### src/hdl/fpc_pkg.sv
// Shared types and constants of the frame parser with CRC16 check.
`default_nettype none

package fpc_pkg;

   // Largest payload the parser accepts, whatever the limit register says.
   localparam int unsigned PAYLOAD_DEPTH = 256;

   localparam int unsigned CSR_INDEX_WIDTH = 8;
   localparam int unsigned CSR_DATA_WIDTH  = 9;

   // Configuration register indexes.
   localparam logic [CSR_INDEX_WIDTH-1:0] CSR_SOF_FIRST     = 8'd0;
   localparam logic [CSR_INDEX_WIDTH-1:0] CSR_SOF_SECOND    = 8'd1;
   localparam logic [CSR_INDEX_WIDTH-1:0] CSR_FRAME_VERSION = 8'd2;
   localparam logic [CSR_INDEX_WIDTH-1:0] CSR_PAYLOAD_LIMIT = 8'd3;

   // Configuration reset values.
   localparam logic [7:0] SOF_FIRST_RESET     = 8'hAA;
   localparam logic [7:0] SOF_SECOND_RESET    = 8'h55;
   localparam logic [7:0] FRAME_VERSION_RESET = 8'h01;
   localparam logic [8:0] PAYLOAD_LIMIT_RESET = 9'd256;

   // CRC16-CCITT-FALSE.
   localparam logic [15:0] CRC_POLY = 16'h1021;
   localparam logic [15:0] CRC_INIT = 16'hFFFF;

   // Result status codes.
   localparam logic [1:0] STATUS_NONE         = 2'd0;
   localparam logic [1:0] STATUS_FRAME_READY  = 2'd1;
   localparam logic [1:0] STATUS_CRC_ERROR    = 2'd2;
   localparam logic [1:0] STATUS_FORMAT_ERROR = 2'd3;

   typedef enum logic [3:0] {
      ST_SOF0 = 4'd0,
      ST_SOF1 = 4'd1,
      ST_VER  = 4'd2,
      ST_TYPE = 4'd3,
      ST_SEQL = 4'd4,
      ST_SEQH = 4'd5,
      ST_LENL = 4'd6,
      ST_LENH = 4'd7,
      ST_DATA = 4'd8,
      ST_CRCL = 4'd9,
      ST_CRCH = 4'd10
   } parse_state_type;

endpackage

`default_nettype wire

### src/hdl/fpc_crc_step.sv
// Byte-wide CRC16-CCITT-FALSE update: MSB first, no reflection.
`default_nettype none

module fpc_crc_step (
   input  wire logic [15:0] crc_cur,
   input  wire logic [7:0]  data_byte,
   output logic      [15:0] crc_next
);
   import fpc_pkg::*;

   always_comb begin
      logic [15:0] acc;
      acc = crc_cur ^ {data_byte, 8'h00};
      for (int k = 0; k < 8; k++) begin
         if (acc[15]) begin
            acc = {acc[14:0], 1'b0} ^ CRC_POLY;
         end else begin
            acc = {acc[14:0], 1'b0};
         end
      end
      crc_next = acc;
   end

endmodule

`default_nettype wire

### src/hdl/frame_parser_crc16.sv
// Top level of the byte-serial frame parser with CRC16-CCITT-FALSE check.
//
// The parser takes one received byte per request transaction and returns
// exactly one response transaction for every byte, in order. A frame is two
// start bytes, a version byte, a type byte, a little-endian sequence number,
// a little-endian payload length, the payload and a little-endian CRC over
// version through payload. The parse state, the running CRC and the next-state
// decode form one short path into the state registers and a response register,
// so one byte per cycle is sustained while the consumer takes the responses.
// The response register decouples the two sides: req_ready is high whenever the
// response register is empty or its content is being taken in the same cycle,
// so a response appears in the cycle after its byte is taken; throughput is
// one byte per cycle while rsp_ready stays high. Payload bytes are not stored;
// they are streamed out with payload_valid set and their index. The held type,
// sequence and length fields show the state left by the byte being reported
// and keep their values until a later frame overwrites them. A bad version or
// an over-limit length ends the frame with a format error, and that byte may
// start the next frame if it equals the first start byte. Configuration
// registers are written through the csr port, which is always ready; writes
// to an unknown index are ignored. Configuration should only be changed while
// no byte is in flight.
`default_nettype none

module frame_parser_crc16 (
   input  wire logic                                clock,
   input  wire logic                                reset,

   // Byte input
   input  wire logic                                req_valid,
   output logic                                     req_ready,
   input  wire logic [7:0]                          req_in_byte,

   // Per-byte result
   output logic                                     rsp_valid,
   input  wire logic                                rsp_ready,
   output logic      [1:0]                          rsp_status,
   output logic      [7:0]                          rsp_frame_kind,
   output logic      [15:0]                         rsp_sequence_res,
   output logic      [15:0]                         rsp_body_length,
   output logic                                     rsp_payload_valid,
   output logic      [7:0]                          rsp_payload_byte,
   output logic      [7:0]                          rsp_body_index,

   // Configuration writes
   input  wire logic                                csr_valid,
   output logic                                     csr_ready,
   input  wire logic [fpc_pkg::CSR_INDEX_WIDTH-1:0] csr_index,
   input  wire logic [fpc_pkg::CSR_DATA_WIDTH-1:0]  csr_data
);
   import fpc_pkg::*;

   // Limit width: enough bits to hold PAYLOAD_DEPTH itself.
   localparam int unsigned LIMIT_WIDTH = $clog2(PAYLOAD_DEPTH + 1);

   // Configuration registers
   logic [7:0] sof_first_ff;
   logic [7:0] sof_second_ff;
   logic [7:0] frame_version_ff;
   logic [8:0] payload_limit_ff;

   // Parser state
   parse_state_type state_ff, state_in;
   logic [15:0]     crc_running_ff, crc_running_in;
   logic [7:0]      crc_low_ff, crc_low_in;
   logic [8:0]      payload_count_ff, payload_count_in;
   logic [7:0]      type_held_ff, type_held_in;
   logic [15:0]     sequence_held_ff, sequence_held_in;
   logic [15:0]     length_held_ff, length_held_in;

   // Response register
   logic       rsp_valid_ff, rsp_valid_in;
   logic [1:0] status_ff, status_in;
   logic       pvalid_ff, pvalid_in;
   logic [7:0] pbyte_ff, pbyte_in;
   logic [7:0] pindex_ff, pindex_in;

   logic                   req_accept;
   logic [15:0]            crc_updated;
   logic [LIMIT_WIDTH-1:0] length_limit;
   logic [15:0]            length_new;
   logic [8:0]             count_next;

   assign req_ready  = !rsp_valid_ff || rsp_ready;
   assign req_accept = req_valid && req_ready;
   assign csr_ready  = 1'b1;

   fpc_crc_step u_crc_step (
      .crc_cur   (crc_running_ff),
      .data_byte (req_in_byte),
      .crc_next  (crc_updated)
   );

   // The effective limit is the smaller of the register and the fixed depth.
   always_comb begin
      if (payload_limit_ff > 9'(PAYLOAD_DEPTH)) begin
         length_limit = LIMIT_WIDTH'(PAYLOAD_DEPTH);
      end else begin
         length_limit = LIMIT_WIDTH'(payload_limit_ff);
      end
   end

   assign length_new = {req_in_byte, length_held_ff[7:0]};
   assign count_next = payload_count_ff + 9'd1;

   // Next-state decode for one byte.
   always_comb begin
      state_in         = state_ff;
      crc_running_in   = crc_running_ff;
      crc_low_in       = crc_low_ff;
      payload_count_in = payload_count_ff;
      type_held_in     = type_held_ff;
      sequence_held_in = sequence_held_ff;
      length_held_in   = length_held_ff;
      status_in        = STATUS_NONE;
      pvalid_in        = 1'b0;
      pbyte_in         = 8'h00;
      pindex_in        = 8'h00;

      unique case (state_ff)
         ST_SOF0: begin
            if (req_in_byte == sof_first_ff) begin
               state_in = ST_SOF1;
            end
         end
         ST_SOF1: begin
            if (req_in_byte == sof_second_ff) begin
               state_in       = ST_VER;
               crc_running_in = CRC_INIT;
            end else if (req_in_byte != sof_first_ff) begin
               state_in = ST_SOF0;
            end
         end
         ST_VER: begin
            if (req_in_byte != frame_version_ff) begin
               state_in         = (req_in_byte == sof_first_ff) ? ST_SOF1 : ST_SOF0;
               payload_count_in = '0;
               crc_running_in   = CRC_INIT;
               crc_low_in       = 8'h00;
               status_in        = STATUS_FORMAT_ERROR;
            end else begin
               crc_running_in = crc_updated;
               state_in       = ST_TYPE;
            end
         end
         ST_TYPE: begin
            type_held_in   = req_in_byte;
            crc_running_in = crc_updated;
            state_in       = ST_SEQL;
         end
         ST_SEQL: begin
            sequence_held_in = {8'h00, req_in_byte};
            crc_running_in   = crc_updated;
            state_in         = ST_SEQH;
         end
         ST_SEQH: begin
            sequence_held_in = {req_in_byte, sequence_held_ff[7:0]};
            crc_running_in   = crc_updated;
            state_in         = ST_LENL;
         end
         ST_LENL: begin
            length_held_in = {8'h00, req_in_byte};
            crc_running_in = crc_updated;
            state_in       = ST_LENH;
         end
         ST_LENH: begin
            length_held_in = length_new;
            if (length_new > 16'(length_limit)) begin
               // Rejected length: this byte may open the next frame.
               state_in         = (req_in_byte == sof_first_ff) ? ST_SOF1 : ST_SOF0;
               payload_count_in = '0;
               crc_running_in   = CRC_INIT;
               crc_low_in       = 8'h00;
               status_in        = STATUS_FORMAT_ERROR;
            end else begin
               crc_running_in   = crc_updated;
               payload_count_in = '0;
               state_in         = (length_new == 16'h0000) ? ST_CRCL : ST_DATA;
            end
         end
         ST_DATA: begin
            pvalid_in        = 1'b1;
            pbyte_in         = req_in_byte;
            pindex_in        = payload_count_ff[7:0];
            payload_count_in = count_next;
            crc_running_in   = crc_updated;
            if (16'(count_next) >= length_held_ff) begin
               state_in = ST_CRCL;
            end
         end
         ST_CRCL: begin
            crc_low_in = req_in_byte;
            state_in   = ST_CRCH;
         end
         ST_CRCH: begin
            status_in        = ({req_in_byte, crc_low_ff} == crc_running_ff) ?
                               STATUS_FRAME_READY : STATUS_CRC_ERROR;
            state_in         = ST_SOF0;
            payload_count_in = '0;
            crc_running_in   = CRC_INIT;
            crc_low_in       = 8'h00;
         end
         default: begin
            state_in         = (req_in_byte == sof_first_ff) ? ST_SOF1 : ST_SOF0;
            payload_count_in = '0;
            crc_running_in   = CRC_INIT;
            crc_low_in       = 8'h00;
            status_in        = STATUS_FORMAT_ERROR;
         end
      endcase
   end

   always_comb begin
      rsp_valid_in = rsp_valid_ff;
      if (req_accept) begin
         rsp_valid_in = 1'b1;
      end else if (rsp_ready) begin
         rsp_valid_in = 1'b0;
      end
   end

   // Control state and configuration.
   always_ff @(posedge clock) begin
      if (reset) begin
         state_ff         <= ST_SOF0;
         crc_running_ff   <= CRC_INIT;
         crc_low_ff       <= 8'h00;
         payload_count_ff <= '0;
         type_held_ff     <= 8'h00;
         sequence_held_ff <= 16'h0000;
         length_held_ff   <= 16'h0000;
         rsp_valid_ff     <= 1'b0;
         sof_first_ff     <= SOF_FIRST_RESET;
         sof_second_ff    <= SOF_SECOND_RESET;
         frame_version_ff <= FRAME_VERSION_RESET;
         payload_limit_ff <= PAYLOAD_LIMIT_RESET;
      end else begin
         rsp_valid_ff <= rsp_valid_in;
         if (req_accept) begin
            state_ff         <= state_in;
            crc_running_ff   <= crc_running_in;
            crc_low_ff       <= crc_low_in;
            payload_count_ff <= payload_count_in;
            type_held_ff     <= type_held_in;
            sequence_held_ff <= sequence_held_in;
            length_held_ff   <= length_held_in;
         end
         if (csr_valid && csr_ready) begin
            unique case (csr_index)
               CSR_SOF_FIRST:     sof_first_ff     <= csr_data[7:0];
               CSR_SOF_SECOND:    sof_second_ff    <= csr_data[7:0];
               CSR_FRAME_VERSION: frame_version_ff <= csr_data[7:0];
               CSR_PAYLOAD_LIMIT: payload_limit_ff <= csr_data;
               default: begin
               end
            endcase
         end
      end
   end

   // Response payload register.
   always_ff @(posedge clock) begin
      if (req_accept) begin
         status_ff <= status_in;
         pvalid_ff <= pvalid_in;
         pbyte_ff  <= pbyte_in;
         pindex_ff <= pindex_in;
      end
   end

   // The held fields change only when a byte is accepted, which is also when
   // the response register loads, so they always match the shown response.
   assign rsp_valid          = rsp_valid_ff;
   assign rsp_status         = status_ff;
   assign rsp_frame_kind     = type_held_ff;
   assign rsp_sequence_res   = sequence_held_ff;
   assign rsp_body_length    = length_held_ff;
   assign rsp_payload_valid  = pvalid_ff;
   assign rsp_payload_byte   = pbyte_ff;
   assign rsp_body_index     = pindex_ff;

endmodule

`default_nettype wire

### config.mk
export PLATFORM = sky130hd
export DESIGN_NAME = frame_parser_crc16
export DESIGN_NICKNAME = d
export VERILOG_FILES = /design/src/hdl/fpc_pkg.sv /design/src/hdl/fpc_crc_step.sv /design/src/hdl/frame_parser_crc16.sv
export SDC_FILE = /design/constraint.sdc
export NUM_CORES = 1
export LEC_CHECK = 0
export ABC_AREA = 1
export CORE_MARGIN = 2
export CORE_UTILIZATION = 40
export DETAILED_ROUTE_END_ITERATION = 7
export DONT_BUFFER_PORTS = 1
export SYNTH_ARGS = -nofsm -noshare
export SYNTH_HDL_FRONTEND = slang
export SYNTH_HIERARCHICAL = 1
export SYNTH_SLANG_ARGS = --single-unit
### constraint.sdc
create_clock -name clock -period 2.1 [get_ports clock]
set_input_delay 0.315 -clock clock [delete_from_list [all_inputs] [get_ports clock]]
set_output_delay 0.315 -clock clock [all_outputs]
set_load 0.03 [all_outputs]
==> metrics <==
Max-slew headroom 66.6%; Root Buffer clkbuf_16; Core ar. 17100 µm²; vias in the first global route 5735; leading register cell type out of synthesis dfxtp_1; vias per cell 4.98; share of layout cells above drive strength 1 18.8%; sequential cell area 2800 µm²; Pleak 3.84 nW; Num CTS Buffers 17; DR WL/cell 15.5 µm; CP max FO 5; status complete, but fails checks; Initial Util 40.4%; TritonRoute pass-1 iters 5; failing checks setup timing; Final HPWL DP 13.4 mm; count leader, synth nand2_1; # rows 48; worst slew pin tran 500 ps; Die Y 135 µm; CTS tree done; setup violators final 30; Worst-path clk slew 60 ps; DP Worst Slack -292 ps; Post-synth EDFFs 19; Hold Path Class primary input to flip-flop; synth warn 6; Area growth, synth to finish 20.4%; Die Wd 135 µm; Overflow after GRT 0; Max Root-Sink Buffers 2; Synthesized Nets 1009; global-route wire length before repair 30.7 mm; RSZ-0062 raised after global routing true; DR vias 6204; highest clock rate 0.434 GHz; initial antenna violation count 0; # clock sinks 130; n_diodes 0; # placed instances 1202; crit start category flip-flop; minimum hold slack 25.9 ps; # H-tree levels 4; ANT nets after route 0; Syn Std Cell Area 6900 µm²; power per cell area 919 nW/µm²; Yosys top cell area share 32.2%; Post-route DRC 0; Synth cell types 37; area of the multi-input gates 3650 µm²; final WL 19.3 mm; pin count of the biggest net entering global routing 71; Yosys top cell by area dfxtp_1; final-layout fill cell count 1695; io pins 92; Min Clock Period, post-route 2300 ps; DRT iter0 DRCs 421; gpl congestion 0.890; Synth Instances 960; CP endpoint kind flip-flop; Max-cap violations 0; maximum VDD drop 0.000665 V; leading post-synthesis cells by cell area dfxtp_1, nand2_1, edfxtp_1, inv_1, a21oi_1; Seq/Total Area, Yosys 40.5%; Post-Layout Cell Count 1247; syn avg cell area 7.19 µm²; Data arrival, critical path 2630 ps; ys async rst share 0%; Tcrit/Tclk final 110%; Req. time, crit path 2420 ps; Fin. Hold Viols 0; Skew-Pair Late Insertion Delay 420 ps; Crit Path Category flip-flop to flip-flop; Tot GR Track Use 21.9%; die area 18300 µm²; Final WS setup -205 ps; Worst Skew 7.36 ps; nets 1059; max-slew violations 0; IO buf count 0; synth cell count leaders nand2_1, dfxtp_1, inv_1; #FFs+latches synth 130
==> cell usage in the layout (no fill, tap or decap), types with 2 or more instances in the layout <==
| cell | instances |
|---|---|
| a211oi_1 | 8 |
| nor4_1 | 3 |
| edfxtp_1 | 19 |
| and2_4 | 3 |
| nor3_1 | 5 |
| buf_12 | 3 |
| clkinv_8 | 3 |
| o21ai_0 | 44 |
| clkinvlp_4 | 4 |
| a21oi_2 | 2 |
| o211ai_1 | 10 |
| ha_4 | 4 |
| inv_2 | 17 |
| xor2_1 | 13 |
| buf_4 | 58 |
| ha_1 | 14 |
| clkinv_2 | 2 |
| nor2_2 | 8 |
| dfxtp_1 | 106 |
| nand3_1 | 25 |
| nor2_4 | 6 |
| nor3_2 | 3 |
| nor2_1 | 80 |
| nand2_2 | 34 |
| nand3b_1 | 17 |
| nand2_4 | 3 |
| clkinv_4 | 2 |
| dfxtp_2 | 5 |
| nand2_1 | 255 |
| clkbuf_1 | 4 |
| nor3_4 | 2 |
| a21oi_1 | 80 |
| clkbuf_16 | 18 |
| xnor2_1 | 27 |
| nand3_2 | 5 |
| nand4_1 | 8 |
| o21ai_1 | 2 |
| inv_1 | 103 |
==> per-layer routing <==
metal  routed length (µm)  global-route usage (%)  vias up
met4                  231                    5.96        0
met5                    0                       0        -
met1                 9100                    29.8     2862
met3                 1200                    5.46       15
met2                 8810                    34.9      163
li1                     -                       -     3164
==> critical path, stage by stage, from the launching register on <==
cell and delay [ps]:
dfxtp_2 340, inv_2 50, nor3_4 200, nand4_1 160, nor2_1 160, xor2_1 210
ha_1 280, a21oi_2 120, o21a_1 130, nand2_1 50, nand2_1 50, nand4_1 90
nand2_2 120, inv_2 60, o21ai_1 110, nor2_1 50
==> flip-flops by register name, indices dropped and copies added, names as in the netlist, 9 cells and up <==
register and count:
crc_running_ff 16, payload_limit_ff 9, payload_count_ff 9, rsp_body_length 16
rsp_sequence_res 16
==> kinds of logic (layout without fill, tap and decap cells) <==
logic type,Yosys count,count (layout),synth area share (%)
flip-flops,130,130,40.5
adder cells (fa/ha/maj),19,19,3.45
XOR/XNOR,40,40,5.08
buffers and inverters,157,218,9.94
AND/OR/NAND/NOR,461,462,29.1
AO/OA/AOI/OAI,152,152,11.9
other,1,1,0.0544
==> final timing paths <==
path	start	to	slack [ps]	cells past startpoint
max	payload_count_ff[1]$_SDFFE_PP0P_	state_ff[2]$_SDFFE_PP0P_	-200	15
min	csr_data[5]	sof_first_ff[5]$_SDFFE_PP1P_	30	2
max reg2reg	payload_count_ff[1]$_SDFFE_PP0P_	state_ff[2]$_SDFFE_PP0P_	-200	15
min reg2reg	payload_count_ff[8]$_SDFFE_PP0P_	payload_count_ff[8]$_SDFFE_PP0P_	490	2
==> where the power goes <==
group	internal (mW)	leakage, nW	switching (mW)
sequential	2.74	1.09	0.320
combinational	0.628	2.48	1.12
clock	1.72	0.265	1.11
total	5.08	3.84	2.55
==> area by class of cell <==
| cell class | count | area share (%) |
|---|---|---|
| repair inverters | 3 | 0.497 |
| multi-input cells | 674 | 44.0 |
| clock buffers | 23 | 5.77 |
| flip-flops and latches | 130 | 33.7 |
| repair buffers | 61 | 5.97 |
| well taps | 225 | 3.39 |
| clock inverters | 8 | 0.934 |
| inverters | 123 | 5.76 |
==> stage by stage <==
step	total power, mW	setup TNS, ps	cell area, µm²	util [%]
3_3_place_gp	4.65	-6390	7390	43.3
4_1_cts	7.59	-4710	8130	47.7
5_1_grt	8.03	-9570	8300	48.7
3_5_place_dp	4.65	-7570	7390	43.3
6_report	7.63	-4680	8300	48.7
2_1_floorplan	4.35	-1270	6930	-
==> what timing repair did <==
| action | 4_1_cts | 5_1_grt |
|---|---|---|
| resized for setup | 30 | 34 |
| hold buffers | 1 | 0 |
| pin swaps | 18 | 24 |
| cloned | 4 | 0 |
| setup buffers | 6 | 4 |
| endpoints found under the setup margin | 30 | 38 |
| endpoints found under the hold margin | 34 | 0 |
No activity file was read; power rests on OpenSTA's default activity.
